`config.mk`:
```
export PLATFORM = sky130hd
export DESIGN_NAME = attention_logit_matmul_bias_top_flat
export DESIGN_NICKNAME = d
export VERILOG_FILES = /design/src/sv/alm_pkg.sv /design/src/sv/alm_if.sv /design/src/sv/alm_ram.sv /design/src/sv/alm_ctrl.sv /design/src/sv/alm_dp.sv /design/src/sv/attention_logit_matmul_bias_top.sv /design/src/flat_wrapper.sv
export SDC_FILE = /design/constraint.sdc
export NUM_CORES = 2
export LEC_CHECK = 0
export BUFFER_PORTS_ARGS = -buffer_cell sky130_fd_sc_hd__buf_2
export CORE_ASPECT_RATIO = 1.5
export CORE_UTILIZATION = 50
export CTS_CLUSTER_SIZE = 40
export DETAILED_ROUTE_END_ITERATION = 7
export MAX_ROUTING_LAYER = met4
export PLACE_DENSITY_LB_ADDON = 0.15
export SLEW_MARGIN = 25
export SYNTH_ARGS = -nofsm -noshare
export SYNTH_HDL_FRONTEND = slang
export SYNTH_SLANG_ARGS = --single-unit
```
`constraint.sdc`:
```
create_clock -name clock -period 15.57 [get_ports clock]
set_clock_uncertainty 0.15 [all_clocks]
set_input_delay 0.7785 -clock clock [delete_from_list [all_inputs] [get_ports clock]]
set_output_delay 0.7785 -clock clock [all_outputs]
set_load 0.05 [all_outputs]
```
`src/sv/alm_pkg.sv`:
```
// Shared constants, codes and controller/datapath structs for the attention
// logit engine. No dependencies; the files that use it refer to it by scoped name.
`default_nettype none

package alm_pkg;

   localparam int QUERY_ROWS = 8;
   localparam int KEY_ROWS   = 8;
   localparam int HEAD_WIDTH = 8;
   localparam int DATA_W     = 16;
   localparam int PROD_W     = 2 * DATA_W;
   localparam int LOGIT_W    = 39;
   localparam int IDX_W      = 3;
   localparam int TYPE_W     = 2;
   localparam int ADDR_W     = 2 * IDX_W;
   localparam int KEY_DEPTH  = KEY_ROWS * HEAD_WIDTH;
   localparam int BIAS_DEPTH = QUERY_ROWS * KEY_ROWS;

   localparam logic [IDX_W-1:0] LAST_HEAD = IDX_W'(HEAD_WIDTH - 1);
   localparam logic [IDX_W-1:0] LAST_KEY  = IDX_W'(KEY_ROWS - 1);

   // Request codes carried in req_type.
   localparam logic [TYPE_W-1:0] REQ_KEY   = 2'd0;
   localparam logic [TYPE_W-1:0] REQ_BIAS  = 2'd1;
   localparam logic [TYPE_W-1:0] REQ_QUERY = 2'd2;

   typedef struct packed {
      logic             wr_key;
      logic             wr_bias;
      logic             wr_query;
      logic             start;
      logic             issue;
      logic [IDX_W-1:0] k_idx;
      logic [IDX_W-1:0] h_idx;
      logic             load_rsp;
      logic             last;
   } cmd_type;

   typedef struct packed {
      logic sum_done;
      logic rsp_free;
   } status_type;

endpackage

`default_nettype wire

```
`src/sv/alm_if.sv`:
```
// Valid/ready channel interfaces for the request and result words.
// Depends on alm_pkg for the field widths.
`default_nettype none

interface alm_req_if;
   logic                           valid;
   logic                           ready;
   logic [alm_pkg::TYPE_W-1:0]     req_type;
   logic [alm_pkg::IDX_W-1:0]      row_index;
   logic [alm_pkg::IDX_W-1:0]      col_index;
   logic signed [alm_pkg::DATA_W-1:0] element_value;

   modport source (output valid, req_type, row_index, col_index, element_value,
                   input ready);
   modport sink   (input valid, req_type, row_index, col_index, element_value,
                   output ready);
endinterface

interface alm_rsp_if;
   logic                               valid;
   logic                               ready;
   logic signed [alm_pkg::LOGIT_W-1:0] logit_value;
   logic [alm_pkg::IDX_W-1:0]          query_row;
   logic [alm_pkg::IDX_W-1:0]          key_row;
   logic                               last_of_row;

   modport source (output valid, logit_value, query_row, key_row, last_of_row,
                   input ready);
   modport sink   (input valid, logit_value, query_row, key_row, last_of_row,
                   output ready);
endinterface

`default_nettype wire

```
`src/sv/alm_ram.sv`:
```
// Generic single-write, single-read RAM with a registered read port.
// No dependencies.
`default_nettype none

module alm_ram #(
   parameter int WIDTH = 16,
   parameter int DEPTH = 64
) (
   input  wire logic                     clock,
   input  wire logic                     we,
   input  wire logic [$clog2(DEPTH)-1:0] waddr,
   input  wire logic [WIDTH-1:0]         wdata,
   input  wire logic                     re,
   input  wire logic [$clog2(DEPTH)-1:0] raddr,
   output logic      [WIDTH-1:0]         rdata
);

   logic [WIDTH-1:0] mem [DEPTH];
   logic [WIDTH-1:0] rdata_ff;

   always_ff @(posedge clock) begin
      if (we) begin
         mem[waddr] <= wdata;
      end
      if (re) begin
         rdata_ff <= mem[raddr];
      end
   end

   assign rdata = rdata_ff;

endmodule

`default_nettype wire

```
`src/sv/alm_ctrl.sv`:
```
// Sequencing state machine: takes request words, then steps through key rows
// and head indices for each logit. Depends on alm_pkg.
`default_nettype none

module alm_ctrl (
   input  wire logic                         clock,
   input  wire logic                         reset,
   input  wire logic                         req_valid,
   input  wire logic [alm_pkg::TYPE_W-1:0]   req_type,
   input  wire logic [alm_pkg::IDX_W-1:0]    col_index,
   output logic                              req_ready,
   input  wire alm_pkg::status_type          status,
   output alm_pkg::cmd_type                  cmd
);

   localparam logic [1:0] ST_IDLE  = 2'd0;
   localparam logic [1:0] ST_ISSUE = 2'd1;
   localparam logic [1:0] ST_WAIT  = 2'd2;
   localparam logic [1:0] ST_EMIT  = 2'd3;

   logic [1:0]                  state_ff, state_in;
   logic [alm_pkg::IDX_W-1:0]   k_ff, k_in;
   logic [alm_pkg::IDX_W-1:0]   h_ff, h_in;
   logic                        accept;

   assign req_ready = (state_ff == ST_IDLE);
   assign accept    = req_valid && req_ready;

   always_comb begin
      state_in     = state_ff;
      k_in         = k_ff;
      h_in         = h_ff;
      cmd          = '0;
      cmd.k_idx    = k_ff;
      cmd.h_idx    = h_ff;
      cmd.last     = (k_ff == alm_pkg::LAST_KEY);
      unique case (state_ff)
         ST_IDLE: begin
            cmd.wr_key   = accept && (req_type == alm_pkg::REQ_KEY);
            cmd.wr_bias  = accept && (req_type == alm_pkg::REQ_BIAS);
            cmd.wr_query = accept && (req_type == alm_pkg::REQ_QUERY);
            // The final head element of a row starts the burst of logits.
            if (cmd.wr_query && (col_index == alm_pkg::LAST_HEAD)) begin
               cmd.start = 1'b1;
               k_in      = '0;
               h_in      = '0;
               state_in  = ST_ISSUE;
            end
         end
         ST_ISSUE: begin
            cmd.issue = 1'b1;
            h_in      = h_ff + 1'b1;
            if (h_ff == alm_pkg::LAST_HEAD) begin
               state_in = ST_WAIT;
            end
         end
         ST_WAIT: begin
            if (status.sum_done) begin
               state_in = ST_EMIT;
            end
         end
         ST_EMIT: begin
            if (status.rsp_free) begin
               cmd.load_rsp = 1'b1;
               h_in         = '0;
               if (k_ff == alm_pkg::LAST_KEY) begin
                  state_in = ST_IDLE;
               end else begin
                  k_in     = k_ff + 1'b1;
                  state_in = ST_ISSUE;
               end
            end
         end
         default: begin
            state_in = ST_IDLE;
         end
      endcase
   end

   always_ff @(posedge clock) begin
      if (reset) begin
         state_ff <= ST_IDLE;
         k_ff     <= '0;
         h_ff     <= '0;
      end else begin
         state_ff <= state_in;
         k_ff     <= k_in;
         h_ff     <= h_in;
      end
   end

endmodule

`default_nettype wire

```
`src/sv/alm_dp.sv`:
```
// Datapath: key and bias stores, query row buffer, one pipelined
// multiply-accumulate unit and the result register. Depends on alm_pkg,
// alm_if and alm_ram.
`default_nettype none

module alm_dp (
   input  wire logic                               clock,
   input  wire logic                               reset,
   input  wire alm_pkg::cmd_type                   cmd,
   output alm_pkg::status_type                     status,
   input  wire logic [alm_pkg::IDX_W-1:0]          row_index,
   input  wire logic [alm_pkg::IDX_W-1:0]          col_index,
   input  wire logic signed [alm_pkg::DATA_W-1:0]  element_value,
   alm_rsp_if.source                               rsp_chan
);

   localparam int DW = alm_pkg::DATA_W;
   localparam int PW = alm_pkg::PROD_W;
   localparam int LW = alm_pkg::LOGIT_W;
   localparam int IW = alm_pkg::IDX_W;

   logic [DW-1:0]          qbuf_ff [alm_pkg::HEAD_WIDTH];
   logic [IW-1:0]          qrow_ff;

   logic [DW-1:0]          key_rdata;
   logic [DW-1:0]          bias_rdata;
   logic                   bias_re;

   // Stage 1: RAM data visible.
   logic                   s1_valid_ff, s1_first_ff, s1_last_ff;
   logic [IW-1:0]          s1_h_ff;
   // Stage 2: product registered.
   logic                   s2_valid_ff, s2_first_ff, s2_last_ff;
   logic signed [PW-1:0]   prod_ff, prod_in;
   logic signed [DW-1:0]   bias_s2_ff;
   // Stage 3: running sum.
   logic signed [LW-1:0]   acc_ff, acc_in;
   logic                   done_ff;

   logic                   rsp_valid_ff, rsp_valid_in;
   logic signed [LW-1:0]   rsp_logit_ff;
   logic [IW-1:0]          rsp_qrow_ff;
   logic [IW-1:0]          rsp_krow_ff;
   logic                   rsp_last_ff;

   assign bias_re = cmd.issue && (cmd.h_idx == '0);

   alm_ram #(.WIDTH(DW), .DEPTH(alm_pkg::KEY_DEPTH)) u_key_ram (
      .clock (clock),
      .we    (cmd.wr_key),
      .waddr ({row_index, col_index}),
      .wdata (element_value),
      .re    (cmd.issue),
      .raddr ({cmd.k_idx, cmd.h_idx}),
      .rdata (key_rdata)
   );

   alm_ram #(.WIDTH(DW), .DEPTH(alm_pkg::BIAS_DEPTH)) u_bias_ram (
      .clock (clock),
      .we    (cmd.wr_bias),
      .waddr ({row_index, col_index}),
      .wdata (element_value),
      .re    (bias_re),
      .raddr ({qrow_ff, cmd.k_idx}),
      .rdata (bias_rdata)
   );

   always_ff @(posedge clock) begin
      if (cmd.wr_query) begin
         qbuf_ff[col_index] <= element_value;
      end
      if (cmd.start) begin
         qrow_ff <= row_index;
      end
   end

   assign prod_in = signed'(qbuf_ff[s1_h_ff]) * signed'(key_rdata);

   always_comb begin
      if (s2_first_ff) begin
         acc_in = LW'(bias_s2_ff) + LW'(prod_ff);
      end else begin
         acc_in = acc_ff + LW'(prod_ff);
      end
   end

   always_ff @(posedge clock) begin
      if (reset) begin
         s1_valid_ff <= 1'b0;
         s2_valid_ff <= 1'b0;
         done_ff     <= 1'b0;
      end else begin
         s1_valid_ff <= cmd.issue;
         s2_valid_ff <= s1_valid_ff;
         done_ff     <= s2_valid_ff && s2_last_ff;
      end
   end

   always_ff @(posedge clock) begin
      s1_first_ff <= (cmd.h_idx == '0);
      s1_last_ff  <= (cmd.h_idx == alm_pkg::LAST_HEAD);
      s1_h_ff     <= cmd.h_idx;
      s2_first_ff <= s1_first_ff;
      s2_last_ff  <= s1_last_ff;
      if (s1_valid_ff) begin
         prod_ff <= prod_in;
      end
      if (s1_valid_ff && s1_first_ff) begin
         bias_s2_ff <= bias_rdata;
      end
      if (s2_valid_ff) begin
         acc_ff <= acc_in;
      end
   end

   // Result register: holds one word until the sink takes it.
   assign status.rsp_free = !rsp_valid_ff || rsp_chan.ready;
   assign status.sum_done = done_ff;

   always_comb begin
      rsp_valid_in = rsp_valid_ff;
      if (cmd.load_rsp) begin
         rsp_valid_in = 1'b1;
      end else if (rsp_chan.ready) begin
         rsp_valid_in = 1'b0;
      end
   end

   always_ff @(posedge clock) begin
      if (reset) begin
         rsp_valid_ff <= 1'b0;
      end else begin
         rsp_valid_ff <= rsp_valid_in;
      end
   end

   always_ff @(posedge clock) begin
      if (cmd.load_rsp) begin
         rsp_logit_ff <= acc_ff;
         rsp_qrow_ff  <= qrow_ff;
         rsp_krow_ff  <= cmd.k_idx;
         rsp_last_ff  <= cmd.last;
      end
   end

   assign rsp_chan.valid       = rsp_valid_ff;
   assign rsp_chan.logit_value = rsp_logit_ff;
   assign rsp_chan.query_row   = rsp_qrow_ff;
   assign rsp_chan.key_row     = rsp_krow_ff;
   assign rsp_chan.last_of_row = rsp_last_ff;

endmodule

`default_nettype wire

```
`src/sv/attention_logit_matmul_bias_top.sv`:
```
// Top level of the attention logit engine: controller plus datapath.
// Depends on alm_pkg, alm_if, alm_ram, alm_ctrl and alm_dp.
//
// The block computes logit[q][k] = bias[q][k] + sum over h of
// query[q][h] * key[k][h] for an 8 x 8 key store, an 8 x 8 bias store and
// 8 head elements, all signed 16-bit. A request word with req_type key or
// bias writes one element into its store, and so does a query word that is
// not the last head element of its row. A query word with col_index equal to
// the last head index completes the row and produces a burst of eight result
// words, one per key row in key order, the last one flagged with last_of_row.
// The bias is taken from the row of that completing word, and query_row
// reports that row. Each logit is formed by one shared multiply-accumulate
// unit fed from the single read port of the key store, one head element per
// cycle: eight key reads, then the pipeline drains and the sum is loaded into
// the result register once that is free. The burst holds the request channel
// until its last result word is loaded. Sums are exact and reported in 39 bits
// without saturation. A word whose req_type is unused is accepted and dropped.
// Reading a store entry that was never written returns whatever the memory
// holds. The result register lets the next request word be accepted while the
// final logit still waits.
`default_nettype none

module attention_logit_matmul_bias_top (
   input  wire logic clock,
   input  wire logic reset,
   alm_req_if.sink   req_chan,
   alm_rsp_if.source rsp_chan
);

   alm_pkg::cmd_type    cmd;
   alm_pkg::status_type status;

   alm_ctrl u_ctrl (
      .clock     (clock),
      .reset     (reset),
      .req_valid (req_chan.valid),
      .req_type  (req_chan.req_type),
      .col_index (req_chan.col_index),
      .req_ready (req_chan.ready),
      .status    (status),
      .cmd       (cmd)
   );

   alm_dp u_dp (
      .clock         (clock),
      .reset         (reset),
      .cmd           (cmd),
      .status        (status),
      .row_index     (req_chan.row_index),
      .col_index     (req_chan.col_index),
      .element_value (req_chan.element_value),
      .rsp_chan      (rsp_chan)
   );

endmodule

`default_nettype wire
```
`src/flat_wrapper.sv`:
```
// flat-port wrapper written by rule: the top's interface ports become plain ports
module attention_logit_matmul_bias_top_flat 
  (clock, reset, req_chan_valid, req_chan_req_type, req_chan_row_index, req_chan_col_index, req_chan_element_value, req_chan_ready, rsp_chan_valid, rsp_chan_logit_value, rsp_chan_query_row, rsp_chan_key_row, rsp_chan_last_of_row, rsp_chan_ready);
  alm_req_if req_chan_i ();
  alm_rsp_if rsp_chan_i ();
  input  wire logic clock;
  input  wire logic reset;
  input wire logic [$bits(req_chan_i.valid)-1:0] req_chan_valid;
  input wire logic [$bits(req_chan_i.req_type)-1:0] req_chan_req_type;
  input wire logic [$bits(req_chan_i.row_index)-1:0] req_chan_row_index;
  input wire logic [$bits(req_chan_i.col_index)-1:0] req_chan_col_index;
  input wire logic [$bits(req_chan_i.element_value)-1:0] req_chan_element_value;
  output wire logic [$bits(req_chan_i.ready)-1:0] req_chan_ready;
  output wire logic [$bits(rsp_chan_i.valid)-1:0] rsp_chan_valid;
  output wire logic [$bits(rsp_chan_i.logit_value)-1:0] rsp_chan_logit_value;
  output wire logic [$bits(rsp_chan_i.query_row)-1:0] rsp_chan_query_row;
  output wire logic [$bits(rsp_chan_i.key_row)-1:0] rsp_chan_key_row;
  output wire logic [$bits(rsp_chan_i.last_of_row)-1:0] rsp_chan_last_of_row;
  input wire logic [$bits(rsp_chan_i.ready)-1:0] rsp_chan_ready;
  assign req_chan_i.valid = req_chan_valid;
  assign req_chan_i.req_type = req_chan_req_type;
  assign req_chan_i.row_index = req_chan_row_index;
  assign req_chan_i.col_index = req_chan_col_index;
  assign req_chan_i.element_value = req_chan_element_value;
  assign req_chan_ready = req_chan_i.ready;
  assign rsp_chan_valid = rsp_chan_i.valid;
  assign rsp_chan_logit_value = rsp_chan_i.logit_value;
  assign rsp_chan_query_row = rsp_chan_i.query_row;
  assign rsp_chan_key_row = rsp_chan_i.key_row;
  assign rsp_chan_last_of_row = rsp_chan_i.last_of_row;
  assign rsp_chan_i.ready = rsp_chan_ready;
  attention_logit_matmul_bias_top u_core (.clock(clock), .reset(reset), .req_chan(req_chan_i), .rsp_chan(rsp_chan_i));
endmodule
```
==> flow_summary_export.csv <==
group,metric,value,unit
clocking,clk_pin_slew_worst_paths,0.06,ns
clocking,cts_hold_buf,0,
timing,whs,0.180,ns
place,routabilityCongestion,0.830,
timing,timing.fmax,123,MHz
cells_and_area,final_common_cell,"edfxtp_1",
synth,synth_fp_nets,5592,
clocking,cts_max_level,4,
synth,async_flop_share,0,
timing,drv_slew,0,
floorplan,core_area,204000,sq um
setup_path,cp_max_fo,32,
flow_run,max-cap-violations,0,
timing,fin_crit,8.11,ns
drt,dr.pass1.iters,7,
synth,synth_ff_type,"edfxtp_1",
cells_and_area,fin_cells,8254,
floorplan,initial_core_util,0.503,
power,power_density,205,nW/um^2
timing,worst_slew_pin_slew,1.05,ns
synth,synthesis.area,102000,sq um
clocking,numClockSinks,2363,
grt,antenna_found_initial,7,
drt,drt_wl_total,236000,microns
timing,hold_viol_final,0,
setup_path,critical_path.max_stage_delay,0.75,ns
synth,yosys_warnings,0,
drt,vias,48800,
floorplan,die_w,371,microns
cells_and_area,area_growth_syn_to_layout,11.0,%
cells_and_area,final-seq-area,70800,sq um
floorplan,die_area,207000,sq um
grt,grt_usage,0.240,
setup_path,cpMostUsedCell,"fa_1",
power,peakVddDrop,0.660,mV
clocking,cts_tree,"yes",
drt,drt_iter0_drc,3987,
clocking,cts-root-buf,"clkbuf_16",
setup_path,crit_type,"flip-flop to flip-flop",
cells_and_area,drive_gt1_frac,0.240,
clocking,post_cts_resize_count,0,
grt,top_usage_layer,"met2",
drt,final_antenna_net_count,0,
cells_and_area,nNetsFinal,5862,
min_path,min_path_cells,1,
power,leakage,36.9,nW
grt,met1_usage,0.297,
setup_path,arrival,8.50,ns
grt,grt_pass1_vias,51500,
grt,met3_usage,0.0284,
min_path,min_path_type,"input pin to flip-flop",
place,hpwl,151000,microns
cells_and_area,final_cell_mix,"edfxtp_1, mux4_2, inv_1",
synth,syn_area_per_cell,19.9,sq um
setup_path,cp_cell_sequence,"buf_4, mux4_2, mux2_2, nand2_1, inv_1, fa_1, fa_1, fa_1, fa_1, fa_1, inv_1, fa_1, inv_1, ha_1, a21o_1, a211oi_2, and2_1, a21oi_1, or3_1, o31a_1, a211oi_2, a21oi_1, xnor2_1",
timing,maxSlewHeadroom,0.300,
synth,ys_types,75,
place,dp.cells,7849,
setup_path,crit_path_start_kind,"flip-flop",
synth,synth_seq_area_share,0.691,
drt,drc,0,
timing,rsz0062_at_grt,"no",
setup_path,end_kind,"flip-flop",
synth,synthCells,5139,
drt,wl_per_cell,28.6,microns
place,placement.io_buffers,75,
status,status,"complete, no violations",
cells_and_area,multi_input_area,29500,sq um
floorplan,rows,203,
drt,post_drt_via_cell_ratio,5.91,
setup_path,cp.required,15.96,ns
grt,grtUsageMet2,0.416,
clocking,clock_latency,0.87,ns
setup_path,r2r_cells,23,
grt,grt_pass1_wl,348000,microns
clocking,clockBufferDepth,4,
clocking,postCtsSetupRepairBufs,0,
cells_and_area,fill_cells,15500,
setup_path,cp_slowest_cell,"fa_1",
timing,fin_crit_sh,0.521,
grt,grt_overflow,0,
floorplan,ios,76,
synth,synth_enable_flop_cells,2344,
clocking,cts_made_buffers,220,
floorplan,chipHeight,556,microns
grt,grt_max_degree,111,
timing,setup-tns-final,0,ns
timing,setup_viol_count_final,0,
synth,ys_ff_latch,2363,
==> path summary, 6_finish.rpt <==
kind / startpoint / endpoint / slack, ns
setup / recovery: flip-flop / u_core.u_dp.prod_ff[31]$_DFFE_PP_ / 7.46
hold / removal: req_chan_row_index[0] / u_core.u_dp.qrow_ff[0]$_DFFE_PP_ / 0.18
setup reg to reg: flip-flop / u_core.u_dp.prod_ff[31]$_DFFE_PP_ / 7.46
hold reg to reg: u_core.u_dp.s1_last_ff$_DFF_P_ / u_core.u_dp.s2_last_ff$_DFF_P_ / 0.18
==> report_power, final <==
group,total [mW],internal (mW),switching [mW]
clock,5.25,2.97,2.29
sequential,7.75,7.63,0.112
combinational,10.3,4.44,5.86
==> metal layers <==
layer | wire length [microns] | part of all wire
met2 | 127000 | 0.54
met1 | 91800 | 0.39
met3 | 10600 | 0.045
met4 | 7170 | 0.030
met5 | 0 | 0
==> cell usage after synthesis, types with 19 or more instances <==
cell	instances	share of area
a21o_1	31	0.0023
a21oi_1	87	0.0043
and2_1	98	0.0060
buf_1	27	0.00099
buf_2	50	0.0024
clkbuf_1	132	0.0048
dfxtp_1	19	0.0037
edfxtp_1	2344	0.69
fa_1	264	0.052
ha_1	161	0.020
inv_1	329	0.012
mux4_2	704	0.15
nand2_1	180	0.0066
nand2b_1	29	0.0018
nand3_1	19	0.00093
nor2_1	213	0.0078
nor2b_1	51	0.0031
o21ai_0	74	0.0036
xnor2_1	55	0.0047
xor2_1	31	0.0027
==> cell families (layout without fill, tap and decap cells) <==
logic type,Yosys count,in the layout,share of synthesized area
xor+xnor,86,86,0.00736
mux,728,728,0.157
flops,2363,2363,0.691
buf+inv,550,993,0.0213
other cells,0,7,0
compound gates,312,312,0.0198
fa+ha+maj,425,425,0.0713
simple gates,675,675,0.0317
==> registers in the layout, summed over array words and instances (netlist names), 16 cells and up, named ones only <==
name / flops
u_core.u_dp.u_bias_ram.mem: 1024
u_core.u_dp.u_key_ram.mem: 1024
u_core.u_dp.qbuf_ff: 128
u_core.u_dp.acc_ff: 39
u_core.u_dp.rsp_chan.logit_value: 39
u_core.u_dp.prod_ff: 32
u_core.u_dp.bias_s2_ff: 16
u_core.u_dp.u_bias_ram.rdata: 16
u_core.u_dp.u_key_ram.rdata: 16
==> stage by stage <==
stage	power (mW)	cell area, sq um	worst slack, ns	utilization
floorplan	15.7	102000	7.88	-
global placement	18.1	107000	7.48	0.524
detailed placement	18.2	107000	7.43	0.524
CTS	23.5	114000	7.41	0.558
global route	24.9	114000	7.03	0.558
finish	23.3	114000	7.46	0.558
==> layout make-up <==
class | count | area share
sequential | 2363 | 0.623
multi-input combinational | 2226 | 0.259
clock buffer | 265 | 0.0503
tap | 2665 | 0.0293
timing repair buffer | 269 | 0.0172
inverter | 329 | 0.0109
clock inverter | 130 | 0.0104
antenna | 7 | 0.000154
==> worst max-delay path: cells and delay by family (launching register included) <==
family | cells | cell delay [ns]
buf+inv | 4 | 0.73
mux | 2 | 0.99
compound gates | 6 | 1.25
xor+xnor | 1 | 0.13
fa+ha+maj | 7 | 3.55
simple gates | 3 | 0.72
flops | 1 | 0.31
No activity file was read; power rests on OpenSTA's default activity.
